$ cat src/rtl/anlp_pkg.sv
`timescale 1ns / 1ps

package anlp_pkg;

	localparam int VALUE_BITS_DEF = 32;
	localparam int MAX_LENGTH_DEF = 255;

	localparam int STATUS_W = 2;
	localparam int VALUE_W  = 32;
	localparam int LENGTH_W = 8;

	// result status codes
	localparam logic [STATUS_W-1:0] ST_OK       = 2'd0;
	localparam logic [STATUS_W-1:0] ST_MALFORM  = 2'd1;
	localparam logic [STATUS_W-1:0] ST_NOT_NUM  = 2'd2;

	// base mask bits
	localparam int BI_BIN = 0;
	localparam int BI_OCT = 1;
	localparam int BI_DEC = 2;
	localparam int BI_HEX = 3;
	localparam logic [3:0] BM_BIN = 4'b0001;
	localparam logic [3:0] BM_OCT = 4'b0010;
	localparam logic [3:0] BM_DEC = 4'b0100;
	localparam logic [3:0] BM_HEX = 4'b1000;
	localparam logic [3:0] BM_ALL = 4'b1111;
	localparam logic [3:0] BM_BIN_HEX = 4'b1001;
	localparam logic [3:0] BM_NO_BIN  = 4'b1110;
	localparam logic [3:0] BM_NO_OCT  = 4'b1101;
	localparam logic [3:0] BM_NO_DEC  = 4'b1011;

	// characters
	localparam logic [7:0] C_NUL    = 8'h00;
	localparam logic [7:0] C_DQUOTE = 8'h22;
	localparam logic [7:0] C_SQUOTE = 8'h27;
	localparam logic [7:0] C_AMP    = 8'h26;
	localparam logic [7:0] C_PCT    = 8'h25;
	localparam logic [7:0] C_DOLLAR = 8'h24;
	localparam logic [7:0] C_AT     = 8'h40;
	localparam logic [7:0] C_MINUS  = 8'h2D;
	localparam logic [7:0] C_LX     = 8'h78;
	localparam logic [7:0] C_UX     = 8'h58;
	localparam logic [7:0] C_UQ     = 8'h51;
	localparam logic [7:0] C_UO     = 8'h4F;
	localparam logic [7:0] C_UH     = 8'h48;
	localparam logic [7:0] C_UB     = 8'h42;

	typedef enum logic [3:0] {
		F_IDLE      = 4'd0,
		F_DQ0       = 4'd1,
		F_DQ1       = 4'd2,
		F_SQ        = 4'd3,
		F_PFX_FIRST = 4'd4,
		F_PFX_RUN   = 4'd5,
		F_NUM       = 4'd6,
		F_WAIT_OK   = 4'd7,
		F_WAIT_BAD  = 4'd8
	} form_t;

	typedef struct packed {
		logic [7:0] ch;
		logic       start_req;
		logic       end_of_text;
	} item_t;

	typedef struct packed {
		form_t      form;
		logic       negative;
		logic [3:0] base_mask;
		logic       binary_closed;
		logic [7:0] high_byte;
	} ctl_t;

	typedef struct packed {
		logic [STATUS_W-1:0] status;
		logic [VALUE_W-1:0]  value;
		logic                consumed;
		logic [LENGTH_W-1:0] length;
	} res_t;

	// bit 4 set when c is a hex digit, low nibble is its value
	function automatic logic [4:0] hex_val(input logic [7:0] c);
		logic [4:0] r;
		r = 5'd0;
		if (c >= 8'h30 && c <= 8'h39)
			r = {1'b1, 4'(c - 8'h30)};
		else if (c >= 8'h41 && c <= 8'h46)
			r = {1'b1, 4'(c - 8'h37)};
		else if (c >= 8'h61 && c <= 8'h66)
			r = {1'b1, 4'(c - 8'h57)};
		return r;
	endfunction

	function automatic logic [7:0] to_upper(input logic [7:0] c);
		return (c >= 8'h61 && c <= 8'h7A) ? 8'(c - 8'h20) : c;
	endfunction

	function automatic logic is_sym(input logic [7:0] c);
		return (c >= 8'h41 && c <= 8'h5A) || (c >= 8'h61 && c <= 8'h7A) ||
			(c >= 8'h30 && c <= 8'h39) || c == 8'h5F || c == 8'h2E ||
			c == C_DOLLAR || c == C_AT || c == 8'h3F;
	endfunction

	function automatic logic is_numchar(input logic [7:0] c);
		logic [7:0] u;
		logic [4:0] hv;
		u  = to_upper(c);
		hv = hex_val(c);
		return hv[4] || u == C_UQ || u == C_UH || u == C_UO;
	endfunction

endpackage

$ cat src/rtl/assembler_number_literal_parser_top.sv
`timescale 1ns / 1ps

// Numeric term recognizer for assembler operands. Feed the operand one character per
// request, with start_req on the first character of a term; a result request appears
// once the term is decided (status, value, length, and consumed when the character
// itself closed a quote constant). The block takes one character every cycle unless
// the output stalls: each request lands in an input register, the term state (form,
// base mask and the four radix accumulators) steps combinationally from there, and
// the result sits in an output register that drives out_valid. Rate is set by the
// state loop through the accumulator update (constant-factor shift-adds only). The
// input register stalls only while a result waits in the output register and
// out_ready is low.
module assembler_number_literal_parser_top import anlp_pkg::*; #(
	parameter int VALUE_BITS = VALUE_BITS_DEF,
	parameter int MAX_LENGTH = MAX_LENGTH_DEF
) (
	input  logic                       clk,
	input  logic                       arst_n,
	input  logic                       in_valid,
	output logic                       in_ready,
	input  logic [7:0]                 ch,
	input  logic                       start_req,
	input  logic                       end_of_text,
	output logic                       out_valid,
	input  logic                       out_ready,
	output logic [STATUS_W-1:0]        status,
	output logic signed [VALUE_W-1:0]  value,
	output logic                       consumed,
	output logic [LENGTH_W-1:0]        length
);

	localparam int CW = $clog2(MAX_LENGTH + 1);

	// input stage
	item_t          item_s1;
	logic           valid_s1;

	// term state
	ctl_t           ctl_q;
	logic [VALUE_BITS-1:0] dec_q, bin_q, oct_q, hex_q;
	logic [CW-1:0]  count_q;

	// step outputs
	ctl_t           ctl_nxt;
	logic [VALUE_BITS-1:0] dec_nxt, bin_nxt, oct_nxt, hex_nxt;
	logic [CW-1:0]  count_nxt;
	logic           emit;
	res_t           res;

	// output register
	logic           out_valid_q;
	res_t           res_q;

	logic           out_free;
	logic           step;

	assign out_free = !out_valid_q || out_ready;
	assign step     = valid_s1 && out_free;
	assign in_ready = !valid_s1 || out_free;

	always_ff @(posedge clk or negedge arst_n) begin
		if (!arst_n) begin
			valid_s1 <= 1'b0;
		end else if (in_ready) begin
			valid_s1 <= in_valid;
		end
	end

	always_ff @(posedge clk) begin
		if (in_ready && in_valid) begin
			item_s1.ch          <= ch;
			item_s1.start_req   <= start_req;
			item_s1.end_of_text <= end_of_text;
		end
	end

	anlp_step #(
		.VB(VALUE_BITS),
		.CW(CW),
		.MAX_LENGTH(MAX_LENGTH)
	) u_step (
		.item(item_s1),
		.ctl(ctl_q),
		.dec_acc(dec_q),
		.bin_acc(bin_q),
		.oct_acc(oct_q),
		.hex_acc(hex_q),
		.char_count(count_q),
		.ctl_nxt(ctl_nxt),
		.dec_nxt(dec_nxt),
		.bin_nxt(bin_nxt),
		.oct_nxt(oct_nxt),
		.hex_nxt(hex_nxt),
		.count_nxt(count_nxt),
		.emit(emit),
		.res(res)
	);

	// term state advances once per processed character
	always_ff @(posedge clk or negedge arst_n) begin
		if (!arst_n) begin
			ctl_q.form          <= F_IDLE;
			ctl_q.negative      <= 1'b0;
			ctl_q.base_mask     <= BM_ALL;
			ctl_q.binary_closed <= 1'b0;
			ctl_q.high_byte     <= '0;
			dec_q   <= '0;
			bin_q   <= '0;
			oct_q   <= '0;
			hex_q   <= '0;
			count_q <= '0;
		end else if (step) begin
			ctl_q   <= ctl_nxt;
			dec_q   <= dec_nxt;
			bin_q   <= bin_nxt;
			oct_q   <= oct_nxt;
			hex_q   <= hex_nxt;
			count_q <= count_nxt;
		end
	end

	always_ff @(posedge clk or negedge arst_n) begin
		if (!arst_n) begin
			out_valid_q <= 1'b0;
		end else if (step && emit) begin
			out_valid_q <= 1'b1;
		end else if (out_ready) begin
			out_valid_q <= 1'b0;
		end
	end

	always_ff @(posedge clk) begin
		if (step && emit) begin
			res_q <= res;
		end
	end

	assign out_valid = out_valid_q;
	assign status    = res_q.status;
	assign value     = res_q.value;
	assign consumed  = res_q.consumed;
	assign length    = res_q.length;

endmodule

$ cat src/rtl/anlp_step.sv
`timescale 1ns / 1ps

// One character step: next term state and the optional result.
module anlp_step import anlp_pkg::*; #(
	parameter int VB = VALUE_BITS_DEF,
	parameter int CW = 8,
	parameter int MAX_LENGTH = MAX_LENGTH_DEF
) (
	input  item_t          item,
	input  ctl_t           ctl,
	input  logic [VB-1:0]  dec_acc,
	input  logic [VB-1:0]  bin_acc,
	input  logic [VB-1:0]  oct_acc,
	input  logic [VB-1:0]  hex_acc,
	input  logic [CW-1:0]  char_count,
	output ctl_t           ctl_nxt,
	output logic [VB-1:0]  dec_nxt,
	output logic [VB-1:0]  bin_nxt,
	output logic [VB-1:0]  oct_nxt,
	output logic [VB-1:0]  hex_nxt,
	output logic [CW-1:0]  count_nxt,
	output logic           emit,
	output res_t           res
);

	logic                term;
	logic [CW-1:0]       cnt_inc;
	logic [4:0]          hv_ch;
	logic                pfx_ok;
	logic [VB-1:0]       pfx_val;
	logic [1:0]          e_st;
	logic [VB-1:0]       e_val;
	logic                e_cons;
	logic [CW-1:0]       e_len;
	logic                do_num;
	logic                in_wait;
	logic                wait_ok;
	logic [7:0]          u;
	logic [4:0]          hv_u;

	assign term    = item.end_of_text || item.ch == C_NUL;
	assign cnt_inc = (char_count < CW'(MAX_LENGTH)) ? CW'(char_count + 1'b1) : char_count;
	assign hv_ch   = hex_val(item.ch);

	// digit accepted by a prefix form
	always_comb begin
		pfx_ok = 1'b0;
		if (!term && hv_ch[4]) begin
			if (ctl.base_mask == BM_BIN)
				pfx_ok = hv_ch[3:0] <= 4'd1;
			else if (ctl.base_mask == BM_OCT)
				pfx_ok = hv_ch[3:0] <= 4'd7;
			else if (ctl.base_mask == BM_DEC)
				pfx_ok = hv_ch[3:0] <= 4'd9;
			else
				pfx_ok = 1'b1;
		end
	end

	always_comb begin
		if (ctl.base_mask == BM_BIN)
			pfx_val = bin_acc;
		else if (ctl.base_mask == BM_OCT)
			pfx_val = oct_acc;
		else if (ctl.base_mask == BM_DEC)
			pfx_val = dec_acc;
		else
			pfx_val = hex_acc;
		if (ctl.negative)
			pfx_val = VB'(0) - pfx_val;
	end

	assign u    = to_upper(item.ch);
	assign hv_u = hex_val(u);

	always_comb begin
		ctl_nxt   = ctl;
		dec_nxt   = dec_acc;
		bin_nxt   = bin_acc;
		oct_nxt   = oct_acc;
		hex_nxt   = hex_acc;
		count_nxt = char_count;
		emit      = 1'b0;
		e_st      = ST_OK;
		e_val     = '0;
		e_cons    = 1'b0;
		e_len     = char_count;
		do_num    = 1'b0;
		in_wait   = 1'b0;
		wait_ok   = 1'b0;

		if (item.start_req) begin
			ctl_nxt.form          = F_IDLE;
			ctl_nxt.negative      = 1'b0;
			ctl_nxt.base_mask     = BM_ALL;
			ctl_nxt.binary_closed = 1'b0;
			ctl_nxt.high_byte     = '0;
			dec_nxt   = '0;
			bin_nxt   = '0;
			oct_nxt   = '0;
			hex_nxt   = '0;
			count_nxt = '0;
			if (term) begin
				emit = 1'b1;
				e_st = ST_NOT_NUM;
			end else begin
				count_nxt = CW'(1);
				if (item.ch == C_DQUOTE)
					ctl_nxt.form = F_DQ0;
				else if (item.ch == C_SQUOTE)
					ctl_nxt.form = F_SQ;
				else if (item.ch == C_AMP) begin
					ctl_nxt.form = F_PFX_FIRST;
					ctl_nxt.base_mask = BM_DEC;
				end else if (item.ch == C_PCT) begin
					ctl_nxt.form = F_PFX_FIRST;
					ctl_nxt.base_mask = BM_BIN;
				end else if (item.ch == C_DOLLAR) begin
					ctl_nxt.form = F_PFX_FIRST;
					ctl_nxt.base_mask = BM_HEX;
				end else if (item.ch == C_AT) begin
					ctl_nxt.form = F_PFX_FIRST;
					ctl_nxt.base_mask = BM_OCT;
				end else if (item.ch >= 8'h30 && item.ch <= 8'h39) begin
					ctl_nxt.form = F_NUM;
					do_num = 1'b1;
				end else begin
					emit = 1'b1;
					e_st = ST_NOT_NUM;
				end
			end
		end else begin
			unique case (ctl.form)
				F_DQ0: begin
					if (term) begin
						emit = 1'b1;
						e_st = ST_MALFORM;
					end else begin
						ctl_nxt.high_byte = item.ch;
						count_nxt = cnt_inc;
						ctl_nxt.form = F_DQ1;
					end
				end
				F_DQ1, F_SQ: begin
					emit = 1'b1;
					if (term)
						e_st = ST_MALFORM;
					else begin
						count_nxt = cnt_inc;
						e_len  = cnt_inc;
						e_cons = 1'b1;
						e_val  = (ctl.form == F_DQ1) ?
							VB'({ctl.high_byte, item.ch}) : VB'(item.ch);
					end
				end
				F_PFX_FIRST, F_PFX_RUN: begin
					if (ctl.form == F_PFX_FIRST && !term && item.ch == C_MINUS &&
							char_count == CW'(1) && !ctl.negative &&
							ctl.base_mask != BM_OCT) begin
						ctl_nxt.negative = 1'b1;
						count_nxt = cnt_inc;
					end else if (pfx_ok) begin
						if (ctl.base_mask == BM_BIN)
							bin_nxt = VB'((bin_acc << 1) + VB'(hv_ch[3:0]));
						else if (ctl.base_mask == BM_OCT)
							oct_nxt = VB'((oct_acc << 3) + VB'(hv_ch[3:0]));
						else if (ctl.base_mask == BM_DEC)
							dec_nxt = VB'((dec_acc << 3) + (dec_acc << 1) +
								VB'(hv_ch[3:0]));
						else
							hex_nxt = VB'((hex_acc << 4) + VB'(hv_ch[3:0]));
						count_nxt = cnt_inc;
						ctl_nxt.form = F_PFX_RUN;
					end else if (ctl.form == F_PFX_RUN) begin
						emit  = 1'b1;
						e_st  = ST_OK;
						e_val = pfx_val;
					end else begin
						emit = 1'b1;
						// lone @ is a symbol, not a broken octal number
						e_st = (ctl.base_mask == BM_OCT && char_count == CW'(1)) ?
							ST_NOT_NUM : ST_MALFORM;
					end
				end
				F_NUM: begin
					if (!term && (item.ch == C_LX || item.ch == C_UX) &&
							char_count == CW'(1) && dec_acc == '0) begin
						ctl_nxt.base_mask = BM_HEX;
						ctl_nxt.binary_closed = 1'b0;
						count_nxt = cnt_inc;
						ctl_nxt.form = F_PFX_FIRST;
					end else if (!term && is_numchar(item.ch)) begin
						count_nxt = cnt_inc;
						do_num = 1'b1;
					end else begin
						in_wait = 1'b1;
						if (ctl.binary_closed) begin
							dec_nxt = bin_acc;
							wait_ok = 1'b1;
						end else
							wait_ok = ctl.base_mask[BI_DEC];
					end
				end
				F_WAIT_OK: begin
					in_wait = 1'b1;
					wait_ok = 1'b1;
				end
				F_WAIT_BAD: begin
					in_wait = 1'b1;
					wait_ok = 1'b0;
				end
				default: ctl_nxt.form = F_IDLE;
			endcase
		end

		// hold the decision until the trailing symbol run ends
		if (in_wait) begin
			if (!term && item.ch == C_DOLLAR) begin
				emit = 1'b1;
				e_st = ST_NOT_NUM;
			end else if (!term && is_sym(item.ch))
				ctl_nxt.form = wait_ok ? F_WAIT_OK : F_WAIT_BAD;
			else begin
				emit  = 1'b1;
				e_st  = wait_ok ? ST_OK : ST_MALFORM;
				e_val = dec_nxt;
			end
		end

		// bare digit string: all bases tracked in parallel
		if (do_num) begin
			if (ctl_nxt.binary_closed) begin
				ctl_nxt.binary_closed = 1'b0;
				ctl_nxt.base_mask = ctl_nxt.base_mask & BM_NO_BIN;
			end
			if (u == C_UQ || u == C_UO) begin
				if (ctl_nxt.base_mask[BI_OCT]) begin
					dec_nxt = oct_nxt;
					ctl_nxt.form = F_WAIT_OK;
				end else
					ctl_nxt.form = F_WAIT_BAD;
			end else if (u == C_UH) begin
				if (ctl_nxt.base_mask[BI_HEX]) begin
					dec_nxt = hex_nxt;
					ctl_nxt.form = F_WAIT_OK;
				end else
					ctl_nxt.form = F_WAIT_BAD;
			end else begin
				if (u == C_UB && ctl_nxt.base_mask[BI_BIN]) begin
					ctl_nxt.binary_closed = 1'b1;
					ctl_nxt.base_mask = BM_BIN_HEX;
				end
				if (ctl_nxt.base_mask[BI_HEX])
					hex_nxt = VB'((hex_nxt << 4) + VB'(hv_u[3:0]));
				if (ctl_nxt.base_mask[BI_DEC]) begin
					if (hv_u[3:0] > 4'd9)
						ctl_nxt.base_mask = ctl_nxt.base_mask & BM_NO_DEC;
					else
						dec_nxt = VB'((dec_nxt << 3) + (dec_nxt << 1) + VB'(hv_u[3:0]));
				end
				if (ctl_nxt.base_mask[BI_OCT]) begin
					if (hv_u[3:0] > 4'd7)
						ctl_nxt.base_mask = ctl_nxt.base_mask & BM_NO_OCT;
					else
						oct_nxt = VB'((oct_nxt << 3) + VB'(hv_u[3:0]));
				end
				if (ctl_nxt.base_mask[BI_BIN]) begin
					if (hv_u[3:0] > 4'd1)
						ctl_nxt.base_mask = ctl_nxt.base_mask & BM_NO_BIN;
					else
						bin_nxt = VB'((bin_nxt << 1) + VB'(hv_u[3:0]));
				end
				if (ctl_nxt.base_mask == 4'b0000)
					ctl_nxt.form = F_WAIT_BAD;
			end
		end

		if (emit)
			ctl_nxt.form = F_IDLE;
	end

	assign res.status   = e_st;
	assign res.value    = (e_st == ST_OK) ? VALUE_W'(e_val) : '0;
	assign res.consumed = e_cons;
	assign res.length   = (e_st == ST_NOT_NUM) ? '0 : LENGTH_W'(e_len);

endmodule

$ cat config.mk
export PLATFORM = sky130hd
export DESIGN_NAME = assembler_number_literal_parser_top
export DESIGN_NICKNAME = d
export VERILOG_FILES = /design/src/rtl/anlp_pkg.sv /design/src/rtl/assembler_number_literal_parser_top.sv /design/src/rtl/anlp_step.sv
export SDC_FILE = /design/constraint.sdc
export NUM_CORES = 1
export LEC_CHECK = 0
export BUFFER_PORTS_ARGS = -buffer_cell sky130_fd_sc_hd__clkbuf_2
export CAP_MARGIN = 20
export CORE_AREA = 2 2 250 252
export CTS_BUF_LIST = sky130_fd_sc_hd__clkbuf_16
export CTS_CLUSTER_DIAMETER = 150
export DETAILED_ROUTE_END_ITERATION = 16
export DIE_AREA = 0 0 252 254
export HOLD_SLACK_MARGIN = 0.06
export PLACE_DENSITY = 0.48
export SLEW_MARGIN = 0
export SYNTH_ARGS = -nofsm -noshare
export SYNTH_HDL_FRONTEND = slang
export SYNTH_SLANG_ARGS = --single-unit
export TNS_END_PERCENT = 1
$ cat constraint.sdc
create_clock -name clk -period 10.9 [get_ports clk]
set_input_delay 0.545 -clock clk [delete_from_list [all_inputs] [get_ports clk]]
set_output_delay 0.545 -clock clk [all_outputs]
set_load 0.02 [all_outputs]
* Word level (Yosys, flattened, before mapping)
Cells that the tools add are included.
** Storage, ports and cells
- Flip-flop bits (word level) :: 209
- Output and inout bits :: 45
** Cells by class
- Add/sub/neg operators :: 19
- Order comparisons :: 21
- Eq/ne operators :: 33
- Muxes and demuxes :: 209
- Bitwise gates (word level) :: 1
- Reduce and logical (&&, ||, !) cells :: 62
** Operators with widths (count)
- 32-bit 2-to-1 mux :: 60
- 32-bit by 4-bit adder with 32-bit output :: 8
- 4-bit 2-to-1 mux :: 41
- 32-bit one-hot mux with 2 select lines :: 2
- 8-bit 2-to-1 mux :: 12
- 5-bit 2-to-1 mux :: 16
- 32-bit adder :: 2
- 8-bit by 6-bit == test with 1-bit output (second input constant) :: 8
- 8-bit by 7-bit == test with 1-bit output (second input constant) :: 8
- 8-bit by 7-bit less-or-equal comparator with 1-bit output (second input constant) :: 6
- 1-bit 2-to-1 mux :: 48
- 2-bit 2-to-1 mux :: 19
- 8-bit by 7-bit >= comparator with 1-bit output (second input constant) :: 4
- 32-bit logical NOT :: 1
- 1-bit by 32-bit subtractor with 32-bit output (first input constant) :: 1
- 1-bit logical AND :: 25
- 8-bit one-hot mux with 3 select lines :: 1
- 4-bit by 3-bit == test with 1-bit output (second input constant) :: 5
- 18-bit 2-to-1 mux :: 1
- 8-bit by 6-bit >= comparator with 1-bit output (second input constant) :: 2
- 8-bit by 6-bit less-or-equal comparator with 1-bit output (second input constant) :: 2
- 16-bit 2-to-1 mux :: 1
- 4-bit one-hot mux with 4 select lines :: 1
- 4-bit by 3-bit subtractor with 4-bit output (second input constant) :: 4
- 34 further kinds :: 67

* Logic depth before layout (Yosys ltp)
Gate-level depths: netlist of the first run.
- Word-level depth :: 43
- Mapped depth :: 36
- Gate-level depth less buffers :: 34

* By module
From an unflattened synthesis of the first run, not the netlist that was laid out.
** Unflattened totals
- Cell total of the unflattened synthesis :: 2888
- Area, all modules :: 23336.1 sq um
** Modules (own cells, without submodules)
- anlp_step :: times used 1, cells each 2500, area an instance 15693.8 sq um, seq. area each 0.0 sq um
- assembler_number_literal_parser_top :: times used 1, cells each 388, area an instance 7642.3 sq um, seq. area each 5500.3 sq um

* Worst setup path after synthesis of the first run
OpenSTA, ideal clock, no wires.
- Kind :: register -> register
- Start point :: register item_s1[3] (netlist bit)
- End point :: register dec_q[30]
- Library setup time :: 126 ps
- Data arrival time :: 7908 ps
- Required time :: 10774 ps
- Path slack :: 2866 ps
- Cell stages (with the launch flop) :: 33
- Period minus slack after synthesis :: 8034 ps
- Path through :: edfxtp_1 > clkbuf_1 > inv_1 > ha_1 > clkbuf_1 > nor4b_1 > o31ai_1 > a22oi_1 > o21ai_0 > fa_1 > ha_1 > a211oi_1 > o21ai_0 > a2111oi_0 > nor2_1 > a21o_1 > a211oi_1 > o31ai_1 > a222oi_1 > nor2_1 > ha_1 > ha_1 > a21o_1 > a21o_1 > a21o_1 > a211o_1 > a2111o_1 > a21oi_1 > o211ai_1 > o41ai_1 > xnor2_1 > a221oi_1 > nor2_1
** On the way
- Word-level cells in the longest chain between the ends :: 23
** Ends and longest elaborated chain
- start: declaration :: line assembler_number_literal_parser_top.sv:35 : item_t item_s1;
- branches (longest 22 deep; another with 32-bit by 4-bit adder with 32-bit output)
- 32-bit 2-to-1 mux * :: line anlp_step.sv:231 : if (do_num) begin
- end signal: assignment :: line assembler_number_literal_parser_top.sv:114 : dec_q <= dec_nxt;
- end: declaration :: line assembler_number_literal_parser_top.sv:40 : logic [VALUE_BITS-1:0] dec_q, bin_q, oct_q, hex_q;
Mark *: on every way between the ends. The select of a mux whose other input is x is not followed.
A chain may end at the register's enable or synchronous reset.

* Worst setup path in the final report of the first run
- Start point :: register item_s1[2] (netlist bit)
- End point :: register dec_q[31]
Same word-level chain as after synthesis.

==> results of run 1 <==
[layer usage]
| metal | up-vias | track usage [%] |
|---|---|---|
| met5 | - | 0 |
| met2 | 999 | 44.41 |
| met3 | 147 | 4.271 |
| li1 | 10820 | - |
| met4 | 0 | 9.789 |
| met1 | 11310 | 42.02 |
[stage by stage]
step | setup slack (ps) | area (sq um) | utilization [%] | hold slack, ps
2_1_floorplan | 2866 | 22410 | - | 249.4
3_3_place_gp | 1497 | 23310 | 38.05 | 496.3
3_5_place_dp | 1460 | 23310 | 38.05 | 510.7
4_1_cts | 1420 | 24250 | 39.59 | 88.71
5_1_grt | 399.5 | 24270 | 39.62 | 95.24
6_report | 1407 | 24270 | 39.62 | 109.7
[layout make-up]
class                           count  area, sq um
Fill cell                        6443        36990
Multi-Input combinational cell   2460        15830
Sequential cell                   209         5500
Tap cell                          790        988.4
Timing Repair Buffer              121        779.5
Clock buffer                       29        725.7
Inverter                           61        229.0
Clock inverter                     25        211.5
[power breakdown]
part	switching [W]	total, W	leakage (nW)	internal [W]
Sequential	0.0000822	0.000932	2.62	0.000850
Clock	0.000414	0.000967	0.463	0.000553
Combinational	0.000443	0.000653	6.27	0.000210
Total	0.000940	0.00255	9.36	0.00161
[worst max-delay path by stage]
stage	from	endpoint	slack [ps]	cells after the start
after floorplan	item_s1[3]$_DFFE_PP_	dec_q[30]$_DFFE_PN0P_	2870	32
after global placement	item_s1[2]$_DFFE_PP_	dec_q[31]$_DFFE_PN0P_	1500	31
after detailed placement	item_s1[2]$_DFFE_PP_	dec_q[31]$_DFFE_PN0P_	1460	31
after CTS	item_s1[2]$_DFFE_PP_	dec_q[31]$_DFFE_PN0P_	1420	31
after global routing	item_s1[2]$_DFFE_PP_	dec_q[31]$_DFFE_PN0P_	400	30
final	item_s1[2]$_DFFE_PP_	dec_q[31]$_DFFE_PN0P_	1410	31
[flip-flops by register name (all words and copies together), names as in the netlist]
signal	flops
bin_q	32
dec_q	32
hex_q	32
oct_q	32
value	32
ctl_q	18
item_s1	10
count_q	8
length	8
status	2
consumed	1
out_valid	1
valid_s1	1
[cell families after synthesis]
kind of cell	count (synthesis)	synth area share, %
fa+ha+maj	142	8.128
buf+inv	296	5.136
simple gates	1121	23.84
flops	209	24.54
mux	64	2.886
xor+xnor	183	7.151
compound gates	950	28.32
[cell usage in the layout (no fill, tap or decap), types with 16 or more instances in the layout]
cell type  synthesis  routed
o21ai_1           16      17
xor2_1            82      82
edfxtp_1          53      53
o31ai_1           45      45
or3_1             23      23
and2_1            24      23
o22ai_1           28      28
nor2_1           333     332
a222oi_1          24      24
o211ai_1          22      22
clkbuf_2           0      57
o21ai_0          233     232
dfrtp_1          152     152
nand2_1          327     326
buf_4              2      61
or2_2             16      16
inv_1             60      65
a22oi_1           61      61
a22o_1            19      19
nor2b_1           22      21
o21a_1            26      26
a21oi_1          200     200
ha_1             136     136
a31oi_1           38      37
nor3_1            94      91
a21o_1            37      37
mux2i_1           59      59
nor4_1            38      37
nand4_1           31      31
nand2b_1          29      29
xnor2_1          101     101
a221oi_1          24      24
nand3_1           73      73
and3_1            28      28
clkbuf_16          0      29
a211oi_1          36      35
nor3b_1           30      30
[critical path, delay by kind of cell, from the launching register on]
family,cells,cell delay [ps]
mux,2,430
buf+inv,2,390
compound gates,16,4790
xor+xnor,2,330
fa+ha+maj,5,1900
simple gates,4,990
flops,1,550
==> impl_metrics.py, run 1 <==
metrics = {
    "status": {
        "status": "finished, final reports clean",
    },
    "detailed_routing": {
        "wl_met2_mm": 40.24,
        "highest_layer": "met4",
        "postRouteWirelength_mm": 95.03,
        "dr.first_iter.drc_count": 2326,
        "drc_errors": 0,
        "routed_via_density": 6.299,
        "wl_met1_mm": 43.21,
        "postRouteAntennaNets": 0,
        "vias": 23280,
        "dr.pass1.iters": 6,
        "wl_met3_mm": 7.921,
        "wl_per_cell_um": 25.72,
    },
    "floorplanning": {
        "die_x_um": 252,
        "io_pins": 59,
        "core_sq_mm": 0.06126,
        "dieArea_sq_mm": 0.06401,
        "dieHeight_um": 254,
        "std_cell_rows": 91,
        "start_util_pct": 36.59,
    },
    "setup_path": {
        "reg2reg_depth": 31,
        "r2r_slack_ps": 1410,
        "cpPeakStageDelay_ps": 850,
        "start_kind": "flip-flop",
        "critical_path_class": "flip-flop to flip-flop",
        "critPathMaxFanout": 11,
        "worstSetupEndpointType": "flip-flop",
        "cp.required_ps": 11410,
        "rr_startpoint": "item_s1[2]$_DFFE_PP_",
        "arrival_ps": 10010,
        "r2r-end": "dec_q[31]$_DFFE_PN0P_",
        "cpMaxStageDelayCell": "a2111oi_0",
    },
    "yosys": {
        "synth_cell_types": 100,
        "ys_ff_latch": 209,
        "synth_area_sq_mm": 0.02241,
        "synthTopCellsByArea": "dfrtp_1, ha_1, edfxtp_1, nor2_1, nand2_1",
        "syn_inst": 2965,
        "synth.most_common_cell": "nor2_1",
        "synth_top_cell_by_area": "dfrtp_1",
        "postSynthNetCount": 3121,
        "yosysSeqAreaShare_pct": 24.54,
        "synthArstFlopShare_pct": 74.64,
        "yosysTopAreaCellShare_pct": 16.97,
        "synthTopCellsByCount": "nor2_1, nand2_1, o21ai_0",
        "synth-edff-count": 53,
        "synth_warnings": 0,
        "ys.flop_type": "dfrtp_1",
        "avgSynthCellArea_sq_um": 7.560,
    },
    "grt": {
        "grt_pass1_wl_mm": 142.5,
        "grt_pass1_vias": 22010,
        "grt_max_degree": 62,
        "grt_usage_pct": 29.18,
        "globalRoute.totalOverflow": 0,
        "antenna_found_initial": 1,
    },
    "clock_tree": {
        "cts_root_buf": "clkbuf_16",
        "ctsHoldBuffers": 1,
        "cts_tree": "built",
        "clk_latency_ps": 620,
        "cts.sinks": 209,
        "cts_buffers": 29,
        "ctsLongestPathBuffers": 3,
        "cts_resized": 0,
        "post_cts_buffers": 0,
        "htreeDepth": 1,
        "clk_pin_slew_ps": 60,
    },
    "timing": {
        "final_hold_viol_count": 0,
        "min_period_ps": 9493,
        "setup_tns_ps": 0,
        "fin_worst_skew_ps": 28.01,
        "fmax_mhz": 105.3,
        "slew_violations": 0,
        "relSlewSlack_pct": 24.69,
        "worst_pin_slew_ps": 1123,
        "rsz0062_at_grt": "false",
        "period_share_pct": 87.09,
        "finalSetupViolCount": 0,
    },
    "min_path": {
        "hold_end": "item_s1[7]$_DFFE_PP_",
        "hold_start": "ch[5]",
        "min_path_type": "primary input to flip-flop",
        "min_path_cells": 1,
    },
    "power": {
        "ir_worst_vdd_uv": 125.8,
        "power_w": 0.002553,
        "p_leak_nw": 9.357,
        "p_per_area_mw_per_mm2": 105.2,
    },
    "place": {
        "placed_cells": 3639,
        "io_buffers": 58,
        "gp_congestion": 0.9476,
        "hpwl_mm": 71.86,
    },
    "final_layout": {
        "stdcell_count": 3695,
        "nets": 3038,
        "antennaDiodeCount": 0,
        "syn2layout_area_growth_pct": 8.273,
        "layout-drive-gt1-share_pct": 7.814,
    },
    "run": {
        "cap_violations": 0,
    },
}
No activity file was read; power rests on OpenSTA's default activity.
==> run 2, diff against run 1 <==
--- a/config.mk
+++ b/config.mk
@@ -7,15 +7,16 @@
 export LEC_CHECK = 0
 export BUFFER_PORTS_ARGS = -buffer_cell sky130_fd_sc_hd__clkbuf_2
 export CAP_MARGIN = 20
-export CORE_AREA = 2 2 250 252
+export CORE_AREA = 2 2 255 257
 export CTS_BUF_LIST = sky130_fd_sc_hd__clkbuf_16
 export CTS_CLUSTER_DIAMETER = 150
 export DETAILED_ROUTE_END_ITERATION = 16
-export DIE_AREA = 0 0 252 254
+export DIE_AREA = 0 0 257 259
 export HOLD_SLACK_MARGIN = 0.06
 export PLACE_DENSITY = 0.48
 export SLEW_MARGIN = 0
 export SYNTH_ARGS = -nofsm -noshare
 export SYNTH_HDL_FRONTEND = slang
+export SYNTH_HIERARCHICAL = 1
 export SYNTH_SLANG_ARGS = --single-unit
 export TNS_END_PERCENT = 1
==> constraint.sdc (replaced) <==
create_clock -name clk -period 10.9 [get_ports clk]
set_input_delay 0.545 -clock clk [delete_from_list [all_inputs] [get_ports clk]]
set_output_delay 0.545 -clock clk [all_outputs]
set_load 0.005 [all_outputs]
==> run 2 against run 1 <==
Maximum frequency fell by 0.11%; hold slack about the same; sequential power fell by 8.5%; clock power about the same; non-clock buffer count rose by 3; power is 17% lower; synthesized cell count shrank 2.6%; global-route usage increased by 0.061 points; worst setup slack worse by 11 ps; clock-buffer cell count increased by 2; flip-flop and latch count is the same.
==> impl_metrics.py, run 2 <==
metrics = {
    "floorplanning": {
        "std_cell_rows": 93,
        "core_sq_mm": 0.06388,
        "start_util_pct": 36.53,
        "dieHeight_um": 259,
        "die_x_um": 257,
        "io_pins": 59,
        "dieArea_sq_mm": 0.06656,
    },
    "clock_tree": {
        "cts_root_buf": "clkbuf_16",
        "cts.sinks": 209,
        "clk_pin_slew_ps": 70,
        "ctsLongestPathBuffers": 3,
        "htreeDepth": 1,
        "cts_resized": 0,
        "cts_buffers": 31,
        "ctsHoldBuffers": 1,
        "post_cts_buffers": 0,
        "clk_latency_ps": 610,
        "cts_tree": "built",
    },
    "setup_path": {
        "arrival_ps": 10000,
        "cpMostUsedCell": "ha_1",
        "cpPeakStageDelay_ps": 660,
        "cp.required_ps": 11400,
        "critPathMaxFanout": 13,
        "cpMaxStageDelayCell": "a2111oi_0",
        "worstSetupEndpointType": "flip-flop",
        "cpLargestDelayFamily": "compound AO/OA/AOI/OAI gates",
        "path_buf_inv": 2,
        "start_kind": "flip-flop",
        "r2r_slack_ps": 1400,
        "critical_path_class": "flip-flop to flip-flop",
    },
    "final_layout": {
        "final_common_cell": "nand2_1",
        "antennaDiodeCount": 0,
        "final_cell_mix": "nand2_1, nor2_1, a21oi_1",
        "nets": 2996,
        "syn2layout_area_growth_pct": 8.461,
        "multi_input_area_sq_mm": 0.01677,
        "layout-drive-gt1-share_pct": 14.87,
        "fill_cells": 6536,
        "seq_area_sq_mm": 0.005500,
    },
    "timing": {
        "final_hold_viol_count": 0,
        "relSlewSlack_pct": 17.91,
        "slew_violations": 0,
        "rsz0062_at_grt": "false",
        "finalSetupViolCount": 0,
        "holdWs_ps": 109.8,
        "worst_pin_slew_ps": 1221,
        "min_period_ps": 9504,
        "fin_worst_skew_ps": 25.56,
        "fmax_mhz": 105.2,
        "setup_tns_ps": 0,
        "period_share_pct": 87.19,
    },
    "yosys": {
        "synth-simple-area-share_pct": 22.20,
        "avgSynthCellArea_sq_um": 8.080,
        "synthTopCellsByCount": "nand2_1, nor2_1, a21oi_1",
        "yosysSeqAreaShare_pct": 23.57,
        "ys.flop_type": "dfrtp_1",
        "synth_area_sq_mm": 0.02334,
        "yosysTopAreaCellShare_pct": 16.30,
        "synth_warnings": 6,
        "synthAdderAreaFrac_pct": 7.807,
        "postSynthNetCount": 3044,
        "synth_top_cell_by_area": "dfrtp_1",
        "ys_ff_latch": 209,
        "synth-compound-area-share_pct": 22.44,
        "synth-edff-count": 53,
        "synthXorXnorAreaFrac_pct": 7.640,
        "synthArstFlopShare_pct": 74.64,
        "synthTopCellsByArea": "dfrtp_1, ha_1, edfxtp_1, mux2_2, nand2_1",
        "synth_cell_types": 113,
        "syn_inst": 2888,
        "synth_top_family_by_area": "compound AO/OA/AOI/OAI gates",
        "synth.most_common_cell": "nand2_1",
        "synth_mux_area_share_pct": 11.44,
    },
    "detailed_routing": {
        "dr.pass1.iters": 9,
        "postRouteWirelength_mm": 100.2,
        "drc_errors": 0,
        "wl_per_cell_um": 26.94,
        "dr.first_iter.drc_count": 2837,
        "postRouteAntennaNets": 0,
        "vias": 23320,
        "routed_via_density": 6.268,
    },
    "status": {
        "status": "finished, final reports clean",
    },
    "power": {
        "ir_worst_vdd_uv": 116.9,
        "p_leak_nw": 10.53,
        "p_per_area_mw_per_mm2": 83.75,
    },
    "grt": {
        "antenna_found_initial": 2,
        "globalRoute.totalOverflow": 0,
        "grt_pass1_vias": 22070,
        "grt_pass1_wl_mm": 148.2,
        "grt_usage_pct": 29.24,
        "grt_max_degree": 63,
    },
    "place": {
        "io_buffers": 58,
        "gp_congestion": 0.9973,
        "hpwl_mm": 75.24,
    },
    "run": {
        "cap_violations": 0,
    },
    "min_path": {
        "min_path_type": "primary input to flip-flop",
    },
}
==> run 2: changes by cell type in the layout (fill, tap and decap cells not counted), sizes merged, moves of 20 or more <==
cell and delta:
a211oi +31, a22oi -29, mux2 +165, nor2 -20, nor3 -22, o21ai -78
==> run 2: layout make-up <==
type	instances	area share [%]
multi-input cells	2417	66.26
flip-flops and latches	209	21.73
well taps	855	4.227
repair buffers	124	3.188
clock buffers	31	3.065
inverters	57	0.8453
clock inverters	27	0.6822
==> run 2: layer usage <==
metal,part of all wire (%),up-vias,track usage (%)
li1,-,10550,-
met1,45,11420,42.01
met2,42,1173,44.08
met3,10,167,6.112
met4,3.0,2,8.026
met5,0.012,-,0
==> run 2: kinds of logic after synthesis <==
logic type,after synthesis
XOR/XNOR,202
AO/OA/AOI/OAI,794
multiplexers,223
AND/OR/NAND/NOR,1056
flip-flops,209
adder cells (fa/ha/maj),142
buffers and inverters,262
==> run 2: worst register-to-register path, delay by kind of cell (launching register included) <==
family                   cells  cell delay (ps)
AO/OA/AOI/OAI               16             3940
XOR/XNOR                     2              370
adder cells (fa/ha/maj)      6             1900
buffers and inverters        2              270
flip-flops                   1              580
multiplexers                 1              270
AND/OR/NAND/NOR              9             2070
==> run 2: path summary, 6_finish.rpt <==
path                                            start                     to  cells after the start
worst max-delay path             item_s1[2]$_DFFE_PP_  dec_q[31]$_DFFE_PN0P_                     36
worst min-delay path                            ch[6]   item_s1[8]$_DFFE_PP_                      1
worst max register to register   item_s1[2]$_DFFE_PP_  dec_q[31]$_DFFE_PN0P_                     36
worst min register to register  hex_q[30]$_DFFE_PN0P_  hex_q[30]$_DFFE_PN0P_                      1
max in group asynchronous                      arst_n   bin_q[8]$_DFFE_PN0P_                      4
min in group asynchronous                      arst_n  dec_q[22]$_DFFE_PN0P_                      2
==> run 2: through the flow <==
stage / setup WS (ps) / std cells / instance area, sq um / total power, W / utilization (%)
finish: 1396 / 3720 / 25310 / 0.002120 / 39.62
floorplan: 3043 / 2888 / 23340 / 0.001051 / -
global route: 877.7 / 3720 / 25310 / 0.002197 / 39.62
CTS: 1584 / 3718 / 25280 / 0.002148 / 39.58
detailed placement: 1589 / 3659 / 24320 / 0.001160 / 38.08
global placement: 1713 / 3659 / 24320 / 0.001161 / 38.08
==> run 2: report_power, final <==
group | leakage (nW) | switching, W | internal [W]
Combinational | 7.38 | 0.000202 | 0.0000975
Clock | 0.489 | 0.000427 | 0.000540
Sequential | 2.67 | 0.0000294 | 0.000824
Total | 10.5 | 0.000658 | 0.00146
